===== config.mk =====
export PLATFORM = sky130hd
export DESIGN_NAME = utf8_filename_sanitiser_unit
export DESIGN_NICKNAME = d
export VERILOG_FILES = /design/src/rtl/utf8fs_pkg.sv /design/src/rtl/utf8fs_core.sv /design/src/rtl/utf8fs_burst.sv /design/src/rtl/utf8_filename_sanitiser_unit.sv
export SDC_FILE = /design/constraint.sdc
export NUM_CORES = 1
export LEC_CHECK = 0
export CAP_MARGIN = 15
export CELL_PAD_IN_SITES_DETAIL_PLACEMENT = 0
export CELL_PAD_IN_SITES_GLOBAL_PLACEMENT = 1
export CORE_MARGIN = 2
export CORE_UTILIZATION = 55
export DETAILED_ROUTE_END_ITERATION = 16
export DONT_BUFFER_PORTS = 1
export PLACE_DENSITY_LB_ADDON = 0.1
export SETUP_SLACK_MARGIN = 0.2
export SLEW_MARGIN = 25
export SYNTH_ARGS = -nofsm -noshare
export SYNTH_HDL_FRONTEND = slang
export SYNTH_SLANG_ARGS = --single-unit
export TNS_END_PERCENT = 50

===== constraint.sdc =====
create_clock -name clk -period 14.7 [get_ports clk]
set_input_delay 1.47 -clock clk [delete_from_list [all_inputs] [get_ports clk]]
set_output_delay 1.47 -clock clk [all_outputs]
set_load 0.1 [all_outputs]

===== src/rtl/utf8fs_pkg.sv =====
// Shared types, constants and byte classification for the UTF-8 filename sanitizer.
`default_nettype none

package utf8fs_pkg;

  localparam logic [15:0] BUF_SIZE_RESET = 16'd256;
  localparam int unsigned MAX_BURST      = 4;
  localparam int unsigned HELD_DEPTH     = 3;

  localparam logic [7:0] CHAR_SPACE = 8'h20;
  localparam logic [7:0] CHAR_DOT   = 8'h2E;

  // One burst of results produced by one input word.
  typedef struct packed {
    logic [15:0]                     base;
    logic [MAX_BURST-1:0][7:0]       bytes;
    logic [1:0]                      last_idx;
    logic                            is_final;
    logic [15:0]                     final_len;
  } burst_t;

  // Sequence length of a lead byte; 0 for continuation or invalid bytes.
  function automatic logic [2:0] seq_length(input logic [7:0] b);
    logic [2:0] n;
    n = 3'd0;
    if (b[7] == 1'b0) begin
      n = 3'd1;
    end else if ((b & 8'hE0) == 8'hC0) begin
      n = 3'd2;
    end else if ((b & 8'hF0) == 8'hE0) begin
      n = 3'd3;
    end else if ((b & 8'hF8) == 8'hF0) begin
      n = 3'd4;
    end
    return n;
  endfunction

  // Control bytes and the nine characters not allowed in a filename.
  function automatic logic is_forbidden(input logic [7:0] b);
    return (b < CHAR_SPACE) ||
           (b inside {8'h2F, 8'h5C, 8'h3A, 8'h2A, 8'h3F, 8'h22, 8'h3C, 8'h3E, 8'h7C});
  endfunction

  function automatic logic is_continuation(input logic [7:0] b);
    return (b & 8'hC0) == 8'h80;
  endfunction

endpackage

`default_nettype wire


===== src/rtl/utf8fs_core.sv =====
// Decode step: string state registers and the per-word burst computation.
`default_nettype none

module utf8fs_core (
  input  wire logic                 clk,
  input  wire logic                 rst_n,
  input  wire logic                 go,
  input  wire logic [7:0]           byte_in,
  input  wire logic [15:0]          buffer_size,
  output      logic                 emit,
  output      utf8fs_pkg::burst_t   burst
);

  logic [utf8fs_pkg::HELD_DEPTH-1:0][7:0] held_r, held_nxt;
  logic [1:0]  needed_r, needed_nxt;
  logic [1:0]  count_r, count_nxt;
  logic [15:0] wp_r, wp_nxt;
  logic [15:0] kept_r, kept_nxt;
  logic        stopped_r, stopped_nxt;

  logic [2:0]  seq_n;
  logic [2:0]  total;
  logic        fits_total;
  logic        fits_one;
  logic [16:0] need_total;
  logic [16:0] need_one;

  assign seq_n      = utf8fs_pkg::seq_length(byte_in);
  assign total      = {1'b0, count_r} + 3'd1;
  assign need_total = {1'b0, wp_r} + {14'd0, total} + 17'd1;
  assign need_one   = {1'b0, wp_r} + 17'd2;
  assign fits_total = need_total <= {1'b0, buffer_size};
  assign fits_one   = need_one <= {1'b0, buffer_size};

  always_comb begin
    held_nxt    = held_r;
    needed_nxt  = needed_r;
    count_nxt   = count_r;
    wp_nxt      = wp_r;
    kept_nxt    = kept_r;
    stopped_nxt = stopped_r;
    emit        = 1'b0;

    burst           = '0;
    burst.base      = wp_r;
    burst.bytes[0]  = held_r[0];
    burst.bytes[1]  = held_r[1];
    burst.bytes[2]  = held_r[2];
    burst.bytes[3]  = byte_in;

    if (go) begin
      if (byte_in == 8'd0) begin
        // terminator: report trimmed length, restart the string
        emit            = 1'b1;
        burst           = '0;
        burst.is_final  = 1'b1;
        burst.final_len = kept_r;
        needed_nxt      = 2'd0;
        count_nxt       = 2'd0;
        wp_nxt          = 16'd0;
        kept_nxt        = 16'd0;
        stopped_nxt     = 1'b0;
      end else if (stopped_r) begin
        // drop everything until the terminator
      end else if (needed_r != 2'd0) begin
        if (!utf8fs_pkg::is_continuation(byte_in)) begin
          stopped_nxt = 1'b1;
          needed_nxt  = 2'd0;
          count_nxt   = 2'd0;
        end else if (needed_r > 2'd1) begin
          case (count_r)
            2'd0:    held_nxt[0] = byte_in;
            2'd1:    held_nxt[1] = byte_in;
            2'd2:    held_nxt[2] = byte_in;
            default: ;
          endcase
          count_nxt  = count_r + 2'd1;
          needed_nxt = needed_r - 2'd1;
        end else begin
          needed_nxt = 2'd0;
          count_nxt  = 2'd0;
          if (!fits_total) begin
            stopped_nxt = 1'b1;
          end else begin
            emit           = 1'b1;
            burst.last_idx = count_r;
            case (count_r)
              2'd0:    burst.bytes[0] = byte_in;
              2'd1:    burst.bytes[1] = byte_in;
              2'd2:    burst.bytes[2] = byte_in;
              default: burst.bytes[3] = byte_in;
            endcase
            wp_nxt   = wp_r + {13'd0, total};
            kept_nxt = wp_r + {13'd0, total};
          end
        end
      end else begin
        if (seq_n == 3'd1) begin
          if (!utf8fs_pkg::is_forbidden(byte_in)) begin
            if (!fits_one) begin
              stopped_nxt = 1'b1;
            end else begin
              emit           = 1'b1;
              burst.last_idx = 2'd0;
              burst.bytes[0] = byte_in;
              wp_nxt         = wp_r + 16'd1;
              if (byte_in != utf8fs_pkg::CHAR_SPACE && byte_in != utf8fs_pkg::CHAR_DOT) begin
                kept_nxt = wp_r + 16'd1;
              end
            end
          end
        end else if (seq_n != 3'd0) begin
          // lead byte of a multi-byte sequence: hold it
          held_nxt[0] = byte_in;
          count_nxt   = 2'd1;
          needed_nxt  = 2'(seq_n - 3'd1);
        end
      end
    end
  end

  always_ff @(posedge clk) begin
    held_r <= held_nxt;
    if (!rst_n) begin
      needed_r  <= 2'd0;
      count_r   <= 2'd0;
      wp_r      <= 16'd0;
      kept_r    <= 16'd0;
      stopped_r <= 1'b0;
    end else begin
      needed_r  <= needed_nxt;
      count_r   <= count_nxt;
      wp_r      <= wp_nxt;
      kept_r    <= kept_nxt;
      stopped_r <= stopped_nxt;
    end
  end

  a_idle_count: assert property (@(posedge clk) disable iff (!rst_n)
    (needed_r == 2'd0) |-> (count_r == 2'd0))
    else $error("held count nonzero with no sequence pending");

  a_seq_bound: assert property (@(posedge clk) disable iff (!rst_n)
    (needed_r != 2'd0) |-> ({1'b0, needed_r} + {1'b0, count_r} <= 3'd4 && count_r != 2'd0))
    else $error("pending sequence longer than four bytes");

  a_stop_quiet: assert property (@(posedge clk) disable iff (!rst_n)
    (stopped_r && go && byte_in != 8'd0) |-> !emit)
    else $error("output after stop");

  a_kept_le_wp: assert property (@(posedge clk) disable iff (!rst_n)
    kept_r <= wp_r)
    else $error("trimmed length beyond write position");

endmodule

`default_nettype wire


===== src/rtl/utf8fs_burst.sv =====
// Result buffer: holds one burst and plays it out one word per handshake.
`default_nettype none

module utf8fs_burst (
  input  wire logic                clk,
  input  wire logic                rst_n,
  input  wire logic                load,
  input  wire utf8fs_pkg::burst_t  burst_in,
  output      logic                can_load,
  output      logic                out_valid,
  input  wire logic                out_stall,
  output      logic [15:0]         out_write_addr,
  output      logic [7:0]          out_write_byte,
  output      logic                out_is_final,
  output      logic [15:0]         out_final_length,
  output      logic                out_last
);

  utf8fs_pkg::burst_t burst_r;
  logic               busy_r, busy_nxt;
  logic [1:0]         idx_r, idx_nxt;
  logic               take;
  logic               done;

  assign take     = busy_r && !out_stall;
  assign done     = take && (idx_r == burst_r.last_idx);
  assign can_load = !busy_r || done;

  always_comb begin
    busy_nxt = busy_r;
    idx_nxt  = idx_r;
    if (take) begin
      idx_nxt = idx_r + 2'd1;
    end
    if (done) begin
      busy_nxt = 1'b0;
    end
    if (load) begin
      busy_nxt = 1'b1;
      idx_nxt  = 2'd0;
    end
  end

  always_ff @(posedge clk) begin
    if (load) begin
      burst_r <= burst_in;
    end
    if (!rst_n) begin
      busy_r <= 1'b0;
      idx_r  <= 2'd0;
    end else begin
      busy_r <= busy_nxt;
      idx_r  <= idx_nxt;
    end
  end

  assign out_valid        = busy_r;
  assign out_write_addr   = burst_r.is_final ? 16'd0 : burst_r.base + {14'd0, idx_r};
  assign out_write_byte   = burst_r.is_final ? 8'd0 : burst_r.bytes[idx_r];
  assign out_is_final     = burst_r.is_final;
  assign out_final_length = burst_r.is_final ? burst_r.final_len : 16'd0;
  assign out_last         = idx_r == burst_r.last_idx;

  a_idx_bound: assert property (@(posedge clk) disable iff (!rst_n)
    busy_r |-> (idx_r <= burst_r.last_idx))
    else $error("burst index past last result");

  a_final_single: assert property (@(posedge clk) disable iff (!rst_n)
    (busy_r && burst_r.is_final) |-> (burst_r.last_idx == 2'd0))
    else $error("final result inside a multi-word burst");

  a_no_overwrite: assert property (@(posedge clk) disable iff (!rst_n)
    load |-> can_load)
    else $error("burst loaded over unfinished burst");

  a_hold_stall: assert property (@(posedge clk) disable iff (!rst_n)
    (busy_r && out_stall && !load) |=> (busy_r && $stable(idx_r)))
    else $error("burst advanced while stalled");

endmodule

`default_nettype wire


===== src/rtl/utf8_filename_sanitiser_unit.sv =====
// Top level of the UTF-8 filename sanitizer: input register, size register, decode, result buffer.
//
//   channel | direction | handshake            | payload
//   --------+-----------+----------------------+---------------------------------------------
//   in      | input     | in_valid / in_stall  | in_byte
//   out     | output    | out_valid / out_stall| out_write_addr, out_write_byte, out_is_final,
//           |           |                      | out_final_length, out_last
//   cfg     | input     | cfg_we               | cfg_wdata (buffer_size)
//
// An accepted word is held in the input register, is decoded in a single pass and lands in
// the result buffer, which presents its first result.
// One word per cycle is taken while out_stall is low and every word yields at most one result;
// a word with several results holds the result buffer and the input until its last one is taken.
// rst_n (synchronous) clears the string state and sets buffer_size to 256.
// out_stall holds the current result and backs up into in_stall through the input register.
`default_nettype none

module utf8_filename_sanitiser_unit (
  input  wire logic        clk,
  input  wire logic        rst_n,
  input  wire logic        in_valid,
  output      logic        in_stall,
  input  wire logic [7:0]  in_byte,
  output      logic        out_valid,
  input  wire logic        out_stall,
  output      logic [15:0] out_write_addr,
  output      logic [7:0]  out_write_byte,
  output      logic        out_is_final,
  output      logic [15:0] out_final_length,
  output      logic        out_last,
  input  wire logic        cfg_we,
  input  wire logic [15:0] cfg_wdata
);

  logic               in_v_r, in_v_nxt;
  logic [7:0]         in_byte_r;
  logic [15:0]        buf_size_r, buf_size_nxt;
  logic               can_load;
  logic               advance;
  logic               emit;
  utf8fs_pkg::burst_t burst;

  // advance the held word into decode once the result buffer can take its burst
  assign advance  = in_v_r && can_load;
  assign in_stall = in_v_r && !can_load;

  always_comb begin
    in_v_nxt = in_v_r;
    if (!in_stall) begin
      in_v_nxt = in_valid;
    end
    buf_size_nxt = cfg_we ? cfg_wdata : buf_size_r;
  end

  always_ff @(posedge clk) begin
    if (!in_stall) begin
      in_byte_r <= in_byte;
    end
    if (!rst_n) begin
      in_v_r     <= 1'b0;
      buf_size_r <= utf8fs_pkg::BUF_SIZE_RESET;
    end else begin
      in_v_r     <= in_v_nxt;
      buf_size_r <= buf_size_nxt;
    end
  end

  utf8fs_core u_core (
    .clk         (clk),
    .rst_n       (rst_n),
    .go          (advance),
    .byte_in     (in_byte_r),
    .buffer_size (buf_size_r),
    .emit        (emit),
    .burst       (burst)
  );

  utf8fs_burst u_burst (
    .clk              (clk),
    .rst_n            (rst_n),
    .load             (advance && emit),
    .burst_in         (burst),
    .can_load         (can_load),
    .out_valid        (out_valid),
    .out_stall        (out_stall),
    .out_write_addr   (out_write_addr),
    .out_write_byte   (out_write_byte),
    .out_is_final     (out_is_final),
    .out_final_length (out_final_length),
    .out_last         (out_last)
  );

  a_in_hold: assert property (@(posedge clk) disable iff (!rst_n)
    in_stall |=> (in_v_r && $stable(in_byte_r)))
    else $error("held input word lost under stall");

  a_final_last: assert property (@(posedge clk) disable iff (!rst_n)
    (out_valid && out_is_final) |-> out_last)
    else $error("final result not marked last");

  a_advance_only_valid: assert property (@(posedge clk) disable iff (!rst_n)
    emit |-> advance)
    else $error("burst produced without a word");

endmodule

`default_nettype wire


==> results.cfg, run 1 <==
[critical_path]
slowest_stage = a211oi_1
crit_type = reg -> reg
start_kind = register
critPathMaxStageDelay_ns = 0.54
crit_start = u_core.count_r[0]$_SDFFE_PN0P_
cp.arrival_ns = 5.99
worst_setup_path_end_kind = register
crit_chain = inv_1 > ha_1 > inv_1 > fa_1 > nand2b_1 > a211oi_1 > nand3_1 > xnor2_1 > ha_1 > nand4_1 > nor4_1 > nand4_1 > a211oi_2 > buf_4 > nand2_1 > o21a_1 > inv_2 > buf_4
r2r-start = u_core.count_r[0]$_SDFFE_PN0P_
cp_data_required_time_ns = 14.76
worst-path-max-fanout = 41

[power_and_ir_drop]
ir_drop_mv = 0.0738
p_switching_mw = 0.310
p_comb_share_pct = 12.1
power.internal_mw = 0.742
powerDensity_nw_per_um2 = 108
leakage_nw = 3.76
p_seq_share_pct = 47.0
netSwitchingFraction_pct = 29.5
clock_power_share_pct = 40.9

[drt]
ant_nets = 0
vias = 6494
via_per_inst = 6.00
wl_per_cell_um = 19.1
drc = 0
drt_iter0_markers = 583
drt-total-wl_mm = 20.6
dr.pass1.iters = 5

[cts]
ctsResizeCount = 0
insertion_delay_ns = 0.44
clock_sinks = 156
h-tree-depth = 4
cts_buffers = 17
cts_buffer_depth = 2
cts_hold_buffers = 0
ctsRootBufferMaster = clkbuf_16
cts_setup_buffers = 0
tritoncts = yes
clkTransAtPathRegs_ns = 0.06

[flow_run]
cap_viol_max_count = 0

[timing]
max_clock_freq_ghz = 0.169
fin_crit_ns = 5.93
finalSetupViolations = 0
worst_pin_slew_ns = 1.10
slew_headroom_pct = 26.8
skew_ns = 0.0189
report.final.slew_viol_count = 0
post-route-period-util_pct = 40.3
final.setup.worst_slack_ns = 8.77
rsz0062_at_grt = false
hold_violations = 0
fin_setup_tns_ns = 0

[global_route]
globalRouteTotalUtil_pct = 24.1
grt_overflow = 0
antenna_found_initial = 0
grt_pass1_vias = 6193
grt_first_pass_wirelength_mm = 33.3
grt_max_degree = 42

[logic_synthesis]
synth_top_flop_cell = edfxtp_1
synth_cell_types = 60
synth.most_common_cell = edfxtp_1
syn_area_per_cell_um2 = 10.2
ys_top_cells_by_count = 99 x edfxtp_1, 88 x nand2_1, 78 x nor2_1
syn_inst = 890
synth_seq_cells = 156
netlist.area_leader.share_pct = 32.8
async_flop_share_pct = 0
synth_edf_count = 99
yosys.area.top_type = edfxtp_1
yosysSeqAreaShare_pct = 45.4
mappedNetlistNets = 969
syn_area_um2 = 9050
yosys_warnings = 0
ys_top_cells_by_area = edfxtp_1 33%, dfxtp_1 13%, ha_1 6.5%

[worst_hold_path]
hp-start = u_core.kept_r[10]$_SDFFE_PN0P_
min_path_type = reg -> reg

[status]
status = completed

[place]
gp_congestion = 0.888
place_inst = 1050
io_buffers = 0
dpl.hpwl_mm = 15.3
pre_cts_ws_ns = 8.78

[final_layout]
nFillCells = 1368
drive_gt1_share_pct = 13.4
nets = 932
area_growth_pct = 8.06
n_antenna_cell = 0
fin_cells = 1082

[floorplanning]
start_util_pct = 56.6
rows = 46
die_h_um = 132
die_area_um2 = 17500
core_um2 = 16000
die_x_um = 132
ios = 73
-- registers in the layout, indices dropped and copies added (netlist names), 2 cells and up --
| signal | count |
|---|---|
| in_byte_r | 8 |
| u_burst.burst_r | 66 |
| u_core.held_r | 24 |
| u_core.wp_r | 16 |
| buf_size_r | 16 |
| u_core.needed_r | 2 |
| u_core.kept_r | 16 |
| u_core.count_r | 2 |
| u_burst.idx_r | 2 |
-- worst paths after layout --
path	slack (ns)	endpoint	cells past startpoint
setup / recovery	8.77	u_burst.burst_r[65]$_DFFE_PP_	18
hold reg to reg	0.46	u_core.kept_r[10]$_SDFFE_PN0P_	2
hold / removal	0.46	u_core.kept_r[10]$_SDFFE_PN0P_	2
setup reg to reg	8.77	u_burst.burst_r[65]$_DFFE_PP_	18
-- critical path: cells and delay by family (launching register included) --
kind	cells	cell delay [ns]
buffers and inverters	5	1.48
XOR/XNOR	1	0.17
adder cells (fa/ha/maj)	3	1.11
AND/OR/NAND/NOR	6	1.28
flip-flops	1	0.47
AO/OA/AOI/OAI	3	1.03
-- stage by stage --
stage                     area [um^2]  utilization (%)  total power [mW]  hold WS [ns]
final                            9780             61.1              1.05         0.456
after global routing             9780             61.1              1.08         0.480
after CTS                        9780             61.1              1.06         0.457
after detailed placement         9200             57.5             0.631         0.448
after global placement           9180             57.4             0.628         0.450
after floorplan                  9050                -             0.610         0.434
-- power by group through the flow --
stage                     Clock, mW  Sequential [mW]  Combinational, mW
final                         0.430            0.495              0.127
after global routing          0.452            0.497              0.136
after CTS                     0.435            0.495              0.127
after detailed placement          0            0.504              0.127
after global placement            0            0.503              0.125
after floorplan                   0            0.498              0.112
-- cell families after synthesis --
logic type | share of synthesized area, %
flops | 45.4
fa+ha+maj | 7.16
mux | 9.54
xor+xnor | 5.42
buf+inv | 4.42
simple gates | 18.5
compound gates | 9.56
-- final cells by class --
cell class,count,area (um^2),area share [%]
Clock inverter,15,159,1.62
Sequential cell,156,4110,42.1
Clock buffer,17,425,4.35
Timing Repair Buffer,7,52.6,0.537
Inverter,34,128,1.30
Tap cell,216,270,2.76
Multi-Input combinational cell,637,4630,47.4
-- routing by layer --
layer / GRT usage (%) / up-vias / wire, um
met5: 0 / - / 0
met4: 6.27 / 0 / 266
met3: 4.54 / 22 / 1210
met2: 37.2 / 212 / 9350
met1: 34.9 / 3138 / 9800
li1: - / 3122 / -
-- cells in the final DEF (no fill, tap or decap), drive strengths merged, types with 7 or more instances in the layout --
cell,instances
a21o,10
a21oi,25
a31oi,10
a32o,18
and2,34
and3,28
buf,7
clkbuf,17
dfxtp,57
edfxtp,99
ha,47
inv,43
mux2,26
mux2i,39
mux4,8
nand2,88
nand3,40
nand4,14
nor2,79
nor2b,19
nor3,12
o21ai,14
o2bb2ai,7
or3,10
xnor2,23
xor2,33
No activity file was read; power rests on OpenSTA's default activity.
==> run 2: changes to the inputs <==
--- a/config.mk
+++ b/config.mk
@@ -9,7 +9,7 @@
 export CELL_PAD_IN_SITES_DETAIL_PLACEMENT = 0
 export CELL_PAD_IN_SITES_GLOBAL_PLACEMENT = 1
 export CORE_MARGIN = 2
-export CORE_UTILIZATION = 55
+export CORE_UTILIZATION = 51
 export DETAILED_ROUTE_END_ITERATION = 16
 export DONT_BUFFER_PORTS = 1
 export PLACE_DENSITY_LB_ADDON = 0.1
==> constraint.sdc (replaced) <==
create_clock -name clk -period 5.75 [get_ports clk]
set_input_delay 0.575 -clock clk [delete_from_list [all_inputs] [get_ports clk]]
set_output_delay 0.575 -clock clk [all_outputs]
set_load 0.1 [all_outputs]
==> results.cfg, run 2 (synthesis gave the netlist of run 1 again) <==
[status]
status = completed

[final_layout]
seqCellArea_um2 = 4110
layout_common_cells = 99 x edfxtp_1, 88 x nand2_1, 64 x nor2_1
multi_input_area_um2 = 4640
fin_area_um2 = 9890
largest_register_ffs = 66
nets = 940
regMostFlops = u_burst.burst_r
n_antenna_cell = 0
fin_cells = 1099
top_regs = u_burst.burst_r (66), u_core.held_r (24)
nFillCells = 1523
area_growth_pct = 9.26
fin_util_pct = 57.2
drive_gt1_share_pct = 14.1
layout_commonest_cell = edfxtp_1

[drt]
via_per_inst = 5.88
wl_per_cell_um = 19.4
ant_nets = 0
drt-total-wl_mm = 21.4
drt_iter0_markers = 458
dr.pass1.iters = 5
drc = 0
vias = 6461

[place]
place_inst = 1067
post_dp_cell_area_um2 = 9270
io_buffers = 0
gp_congestion = 0.902
dpl.hpwl_mm = 15.4
pre_cts_ws_ns = 0.544

[critical_path]
path_buf_inv = 4
slowest_stage = dfxtp_1
critPathMaxStageDelay_ns = 0.45
crit_type = reg -> reg
start_kind = register
crit_chain = inv_1 > ha_1 > inv_1 > fa_1 > nand2b_1 > a211oi_1 > buf_4 > nand3_1 > xnor2_1 > ha_1 > nand4_1 > nor4_1 > nand4_1 > a211oi_2 > buf_4 > a21o_1 > nand2_1 > a32o_1
cp.arrival_ns = 5.42
worst-path-max-fanout = 19
critical-path-top-delay-family = simple AND/OR/NAND/NOR gates
worst_setup_path_end_kind = register
cp_data_required_time_ns = 5.93

[global_route]
grtUsageMet1_pct = 34.6
grt_first_pass_wirelength_mm = 33.8
grt_use_met2_pct = 36.2
grt_overflow = 0
globalRouteTotalUtil_pct = 23.6
busiest_layer = met2
grt_pass1_vias = 6243
antenna_found_initial = 0
grt_max_degree = 67
grtUsageMet3_pct = 4.16

[timing]
fin_setup_tns_ns = 0
hold_violations = 0
report.final.slew_viol_count = 0
slew_headroom_pct = 25.1
rsz0062_at_grt = true
fin_crit_ns = 5.24
finalSetupViolations = 0
hold_ws_ns = 0.232
post-route-period-util_pct = 91.1
max_clock_freq_ghz = 0.191
worst_pin_slew_ns = 1.12
skew_ns = 0.0150
final.setup.worst_slack_ns = 0.514

[cts]
clock_sinks = 156
cts_setup_buffers = 0
cts_buffer_depth = 2
ctsRootBufferMaster = clkbuf_16
cts_hold_buffers = 0
tritoncts = yes
cts_buffers = 17
clkTransAtPathRegs_ns = 0.08
insertion_delay_ns = 0.43
h-tree-depth = 4

[floorplanning]
die_h_um = 137
rows = 48
die_area_um2 = 18800
die_x_um = 137
ios = 73
core_um2 = 17300
start_util_pct = 52.3

[flow_run]
cap_viol_max_count = 0

[power_and_ir_drop]
leakage_nw = 3.81
powerDensity_nw_per_um2 = 276
ir_drop_mv = 0.217
power_mw = 2.73

[worst_hold_path]
min_path_type = in -> reg
==> run 2: worst register-to-register path, delay by kind of cell (launching register included) <==
family	cells	cell delay, ns
simple gates	6	1.49
xor+xnor	1	0.17
buf+inv	4	0.68
flops	1	0.45
fa+ha+maj	3	1.09
compound gates	4	1.10
==> run 2: where the power goes <==
group / switching (mW) / internal [mW]
Sequential: 0.0362 / 1.23
Combinational: 0.241 / 0.0863
Clock: 0.545 / 0.594
Total: 0.823 / 1.91
==> run 2: repair_timing <==
item	CTS	global route
setup endpoints to repair	0	82
resized for setup	0	1
hold endpoints to repair	0	0
==> run 2: final timing paths <==
check             slack, ns  cells past startpoint                              to                            from
hold / removal         0.23                      0          in_byte_r[6]$_DFFE_PN_                      in_byte[6]
hold reg to reg        0.46                      2  u_core.kept_r[14]$_SDFFE_PN0P_  u_core.kept_r[14]$_SDFFE_PN0P_
setup reg to reg       0.51                     18   u_burst.burst_r[33]$_DFFE_PP_  u_core.count_r[0]$_SDFFE_PN0P_
setup / recovery       0.51                     18   u_burst.burst_r[33]$_DFFE_PP_  u_core.count_r[0]$_SDFFE_PN0P_
==> run 2: routing by layer <==
metal	wire (um)	up-vias
li1	-	3133
met1	10200	3125
met2	9890	185
met3	1030	18
met4	228	0
met5	0	-
==> run 2: layout make-up <==
class,instances,share of cell area (%)
multi-input combinational,637,46.9
sequential,156,41.6
clock buffer,17,4.30
tap,225,2.85
clock inverter,15,1.86
inverter,34,1.33
timing repair buffer,15,1.18
